`src/rtl/salc_pkg.sv`:
```
// ----------------------------------------------------------------------------
// salc_pkg
// Shared types and constants of the set-associative lookup unit.
// ----------------------------------------------------------------------------
package salc_pkg;

  localparam int unsigned ADDR_W     = 32;
  localparam int unsigned CNT_W      = 32;
  localparam int unsigned WAY_OUT_W  = 2;
  localparam int unsigned CFG_IDX_W  = 2;
  localparam int unsigned CFG_DATA_W = 3;
  localparam int unsigned FIELD_MAX  = 6;
  localparam int unsigned RAW_SET_W  = 6;
  localparam int unsigned RAW_SETS   = 64;
  localparam int unsigned OUT_BITS   = 1 + WAY_OUT_W + ADDR_W + 2 * CNT_W;
  localparam int unsigned OUT_DATA_W = ((OUT_BITS + 7) / 8) * 8;

  // configuration register indexes
  localparam logic [CFG_IDX_W-1:0] CFG_OFFSET_BITS = 2'd0;
  localparam logic [CFG_IDX_W-1:0] CFG_INDEX_BITS  = 2'd1;
  localparam logic [CFG_IDX_W-1:0] CFG_WAYS_IN_USE = 2'd2;

  localparam logic [CFG_DATA_W-1:0] OFFSET_BITS_RST = 3'd2;
  localparam logic [CFG_DATA_W-1:0] INDEX_BITS_RST  = 3'd6;
  localparam logic [CFG_DATA_W-1:0] WAYS_IN_USE_RST = 3'd4;

  // controller to datapath
  typedef struct packed {
    logic clr;  // write one reset row
    logic rd;   // read the set row of the incoming word
    logic upd;  // write back the row and load the result
  } salc_cmd_t;

  // datapath to controller
  typedef struct packed {
    logic clr_last;  // last row of the clearing pass
    logic out_free;  // result register can take a word
  } salc_stat_t;

endpackage

```
`src/rtl/salc_ctrl.sv`:
```
// ----------------------------------------------------------------------------
// salc_ctrl
// Sequencer: clearing pass after reset, then read / update per address.
// ----------------------------------------------------------------------------
module salc_ctrl
  import salc_pkg::*;
(
  input  logic       clk_i,
  input  logic       rst_ni,
  input  logic       in_valid_i,
  output logic       in_ready_o,
  input  salc_stat_t stat_i,
  output salc_cmd_t  cmd_o
);

  localparam logic [1:0] ST_CLEAR  = 2'd0;
  localparam logic [1:0] ST_IDLE   = 2'd1;
  localparam logic [1:0] ST_UPDATE = 2'd2;

  logic [1:0] state_q, state_d;

  always_comb begin
    state_d    = state_q;
    cmd_o      = '0;
    in_ready_o = 1'b0;
    unique case (state_q)
      ST_CLEAR: begin
        cmd_o.clr = 1'b1;
        if (stat_i.clr_last) begin
          state_d = ST_IDLE;
        end
      end
      ST_IDLE: begin
        in_ready_o = 1'b1;
        if (in_valid_i) begin
          cmd_o.rd = 1'b1;
          state_d  = ST_UPDATE;
        end
      end
      ST_UPDATE: begin
        // hold the row until the result register frees up
        if (stat_i.out_free) begin
          cmd_o.upd = 1'b1;
          state_d   = ST_IDLE;
        end
      end
      default: begin
        state_d = ST_CLEAR;
      end
    endcase
  end

  always_ff @(posedge clk_i or negedge rst_ni) begin
    if (!rst_ni) begin
      state_q <= ST_CLEAR;
    end else begin
      state_q <= state_d;
    end
  end

endmodule

```
`config.mk`:
```
export PLATFORM = sky130hd
export DESIGN_NAME = salc_ctrl
export DESIGN_NICKNAME = d
export VERILOG_FILES = /design/src/rtl/salc_pkg.sv /design/src/rtl/salc_ctrl.sv
export SDC_FILE = /design/constraint.sdc
export NUM_CORES = 1
export LEC_CHECK = 0
export BUFFER_PORTS_ARGS = -buffer_cell sky130_fd_sc_hd__buf_2
export CAP_MARGIN = 25
export CORE_AREA = 2 2 39 41
export CTS_CLUSTER_SIZE = 10
export DETAILED_ROUTE_END_ITERATION = 12
export DIE_AREA = 0 0 41 43
export GPL_ROUTABILITY_DRIVEN = 0
export GPL_TIMING_DRIVEN = 0
export HOLD_SLACK_MARGIN = 0.1
export PLACE_DENSITY_LB_ADDON = 0.12
export SYNTH_ARGS = -nofsm -noshare
export SYNTH_HDL_FRONTEND = slang
export SYNTH_SLANG_ARGS = --single-unit
```
`constraint.sdc`:
```
create_clock -name clk_i -period 2.9 [get_ports clk_i]
set_clock_uncertainty 0.05 [all_clocks]
set_input_delay 0.145 -clock clk_i [delete_from_list [all_inputs] [get_ports clk_i]]
set_output_delay 0.145 -clock clk_i [all_outputs]
set_load 0.01 [all_outputs]
```
==> flow_metrics.env <==
export IMPL_ys_seq_area_share_pct=43.5
export IMPL_numCtsBuffers=3
export IMPL_antenna_found_initial=0
export IMPL_finalSetupViolations=0
export IMPL_synth_top_area_share_pct=43.5
export IMPL_synth_common_cells="dfrtp_1 (2), nor2_1 (2)"
export IMPL_die_width_um=41
export IMPL_maxCapViolations=0
export IMPL_yosysTopAreaCell="dfrtp_1"
export IMPL_final_max_slew_violation_count=0
export IMPL_yosys_mux_area_fraction_pct=8.70
export IMPL_crit_start="state_q[1]"
export IMPL_clk_pin_slew_worst_paths_ps=30
export IMPL_regMostFlops="state_q"
export IMPL_wl_per_cell_um=8.00
export IMPL_clkLatencyLatePin_ps=220
export IMPL_powerDensity_nw_per_um2=970
export IMPL_crit_arrival_ps=1040
export IMPL_worstReg2RegStart="state_q[1]"
export IMPL_setup_tns_ps=0
export IMPL_slowest_delay_ps=430
export IMPL_overflow=0
export IMPL_critPathCaptureType="output port"
export IMPL_worst_ir_drop_vdd_uv=212
export IMPL_fp_row_count=14
export IMPL_post_cts_resized=0
export IMPL_postSynth_asyncResetShare_pct=100
export IMPL_drc=0
export IMPL_cts_root_buf="clkbuf_4"
export IMPL_coreArea_um2=1380
export IMPL_syn_area_um2=115
export IMPL_ys_ff_latch=2
export IMPL_netlist_instances=12
export IMPL_status="finished, final reports clean"
export IMPL_cp_data_required_time_ps=2710
export IMPL_port_buffers=8
export IMPL_syn_area_per_cell_um2=9.59
export IMPL_post_route_min_period_ps=1230
export IMPL_area_growth_pct=80.4
export IMPL_cp_slowest_cell="dfrtp_1"
export IMPL_finalHoldViolCount=0
export IMPL_hp_class="in2reg"
export IMPL_total_power_uw=201
export IMPL_max_slew_worst_pin_slew_ps=200
export IMPL_grt_pass1_vias=144
export IMPL_power_leakage_nw=0.110
export IMPL_grt_max_degree=7
export IMPL_dieArea_um2=1760
export IMPL_drt_initial_drc_count=0
export IMPL_grt_pass1_wl_um=531
export IMPL_antenna_cells=0
export IMPL_synth_distinct_cells=10
export IMPL_combPwrFrac_pct=38.9
export IMPL_ys_warn_count=0
export IMPL_viasPerCell=3.20
export IMPL_synth_xor_area_share_pct=0
export IMPL_crit_chain="and3b_1, buf_2"
export IMPL_drive_above_1_share_pct=50.0
export IMPL_via_count=128
export IMPL_synth_fa_ha_area_share_pct=0
export IMPL_cp_max_fo=6
export IMPL_power_switching_uw=71.5
export IMPL_cts_sinks=2
export IMPL_synth_top_family_by_area="simple AND/OR/NAND/NOR gates"
export IMPL_die_y_um=43
export IMPL_ant_nets=0
export IMPL_cts_tree="done"
export IMPL_cts_setup_buffers=0
export IMPL_p_int_uw=130
export IMPL_syn_num_nets=17
export IMPL_htreeDepth=1
export IMPL_firstDrtPassIters=1
export IMPL_dpl_hpwl_um=236
export IMPL_fmax_ghz=0.811
export IMPL_synthFlopType="dfrtp_1"
export IMPL_rsz0062_at_grt="false"
export IMPL_nNetsFinal=31
export IMPL_io_pins=9
export IMPL_critPathKind="reg2out"
export IMPL_fin_crit_sh_pct=42.5
export IMPL_holdWs_ps=150
export IMPL_clock_path_buffers=2
export IMPL_p_clk_share_pct=30.2
export IMPL_synth_compound_area_share_pct=7.61
export IMPL_setup_worst_path_start_class="register"
export IMPL_seqPwrFrac_pct=31.0
export IMPL_synth_enable_flop_cells=0
export IMPL_yosys_area_share_simple_pct=37.0
export IMPL_reg_largest_list="state_q (2)"
export IMPL_initial_core_util_pct=8.32
export IMPL_relSlewSlack_pct=86.7
export IMPL_switching_share_pct=35.5
export IMPL_wirelength_um=320
export IMPL_min_from="in_valid_i"
export IMPL_largest_register_ffs=2
export IMPL_synth_area_leaders="dfrtp_1 (43%), mux2i_1 (8.7%), and2b_2 (7.6%), and3b_1 (7.6%), o2bb2ai_1 (7.6%)"
export IMPL_grt_usage_pct=5.11
-- power by group through the flow --
stage | Sequential, mW | Combinational, mW | Clock (mW)
after global placement | 0.0613 | 0.0784 | 0
after global routing | 0.0677 | 0.0907 | 0.0664
after detailed placement | 0.0625 | 0.0781 | 0
after floorplan | 0.0556 | 0.0497 | 0
after CTS | 0.0622 | 0.0796 | 0.0657
final | 0.0624 | 0.0783 | 0.0607
-- cell families after synthesis --
family	count (synthesis)
and+or+nand+nor	7
DFF	2
AOI/OAI and AO/OA	1
muxes	1
buffers and inverters	1
-- through the flow --
stage | instances | setup WS, ps | utilization (%) | cell area [µm²]
after floorplan | 12 | 1890 | - | 115
after global placement | 36 | 1880 | 12.7 | 175
after detailed placement | 36 | 1860 | 12.7 | 175
after CTS | 40 | 1650 | 15.0 | 208
after global routing | 40 | 1590 | 15.0 | 208
final | 40 | 1670 | 15.0 | 208
-- layout by cell type, fill, tap and decap left out, drive strengths merged --
cell type / instances
buf: 8
clkbuf: 3
nor2: 2
dfrtp: 2
and2b: 1
and3b: 1
nand2: 1
inv: 1
mux2i: 1
o2bb2ai: 1
nor3b: 1
or2: 1
dlygate4sd3: 1
-- critical path, delay by kind of cell (launching register included) --
kind,cells,cell delay (ps)
and+or+nand+nor,1,250
DFF,1,430
buffers and inverters,1,130
-- what timing repair did --
action | CTS | global route
hold buffers | 1 | 0
hold endpoints to repair | 2 | 0
setup endpoints to repair | 0 | 0
-- per-layer routing --
layer	global-route usage, %	share of wire (%)	vias to the layer above	routed length, µm
met5	0	0	-	0
met4	8.00	0	0	0
met3	1.57	13	0	41
met2	5.31	36	9	114
met1	6.07	51	55	164
li1	-	-	64	-
-- final timing paths --
path / slack (ps) / end / cells after the start
min in group asynchronous: 190 / state_q[1] / 2
max: 1670 / cmd_o[1] / 2
max in group asynchronous: 2510 / state_q[0] / 2
min: 150 / state_q[0] / 3
min reg2reg: 500 / state_q[0] / 1
max reg2reg: 1860 / state_q[1] / 2
-- cell type report --
type | count | area, µm²
clock buffers | 3 | 22.5
flip-flops and latches | 2 | 50.0
multi-input cells | 9 | 61.3
repair buffers | 9 | 50.0
fillers | 157 | 1180
inverters | 1 | 3.75
well taps | 16 | 20.0
(Power assumes the default switching activity.)
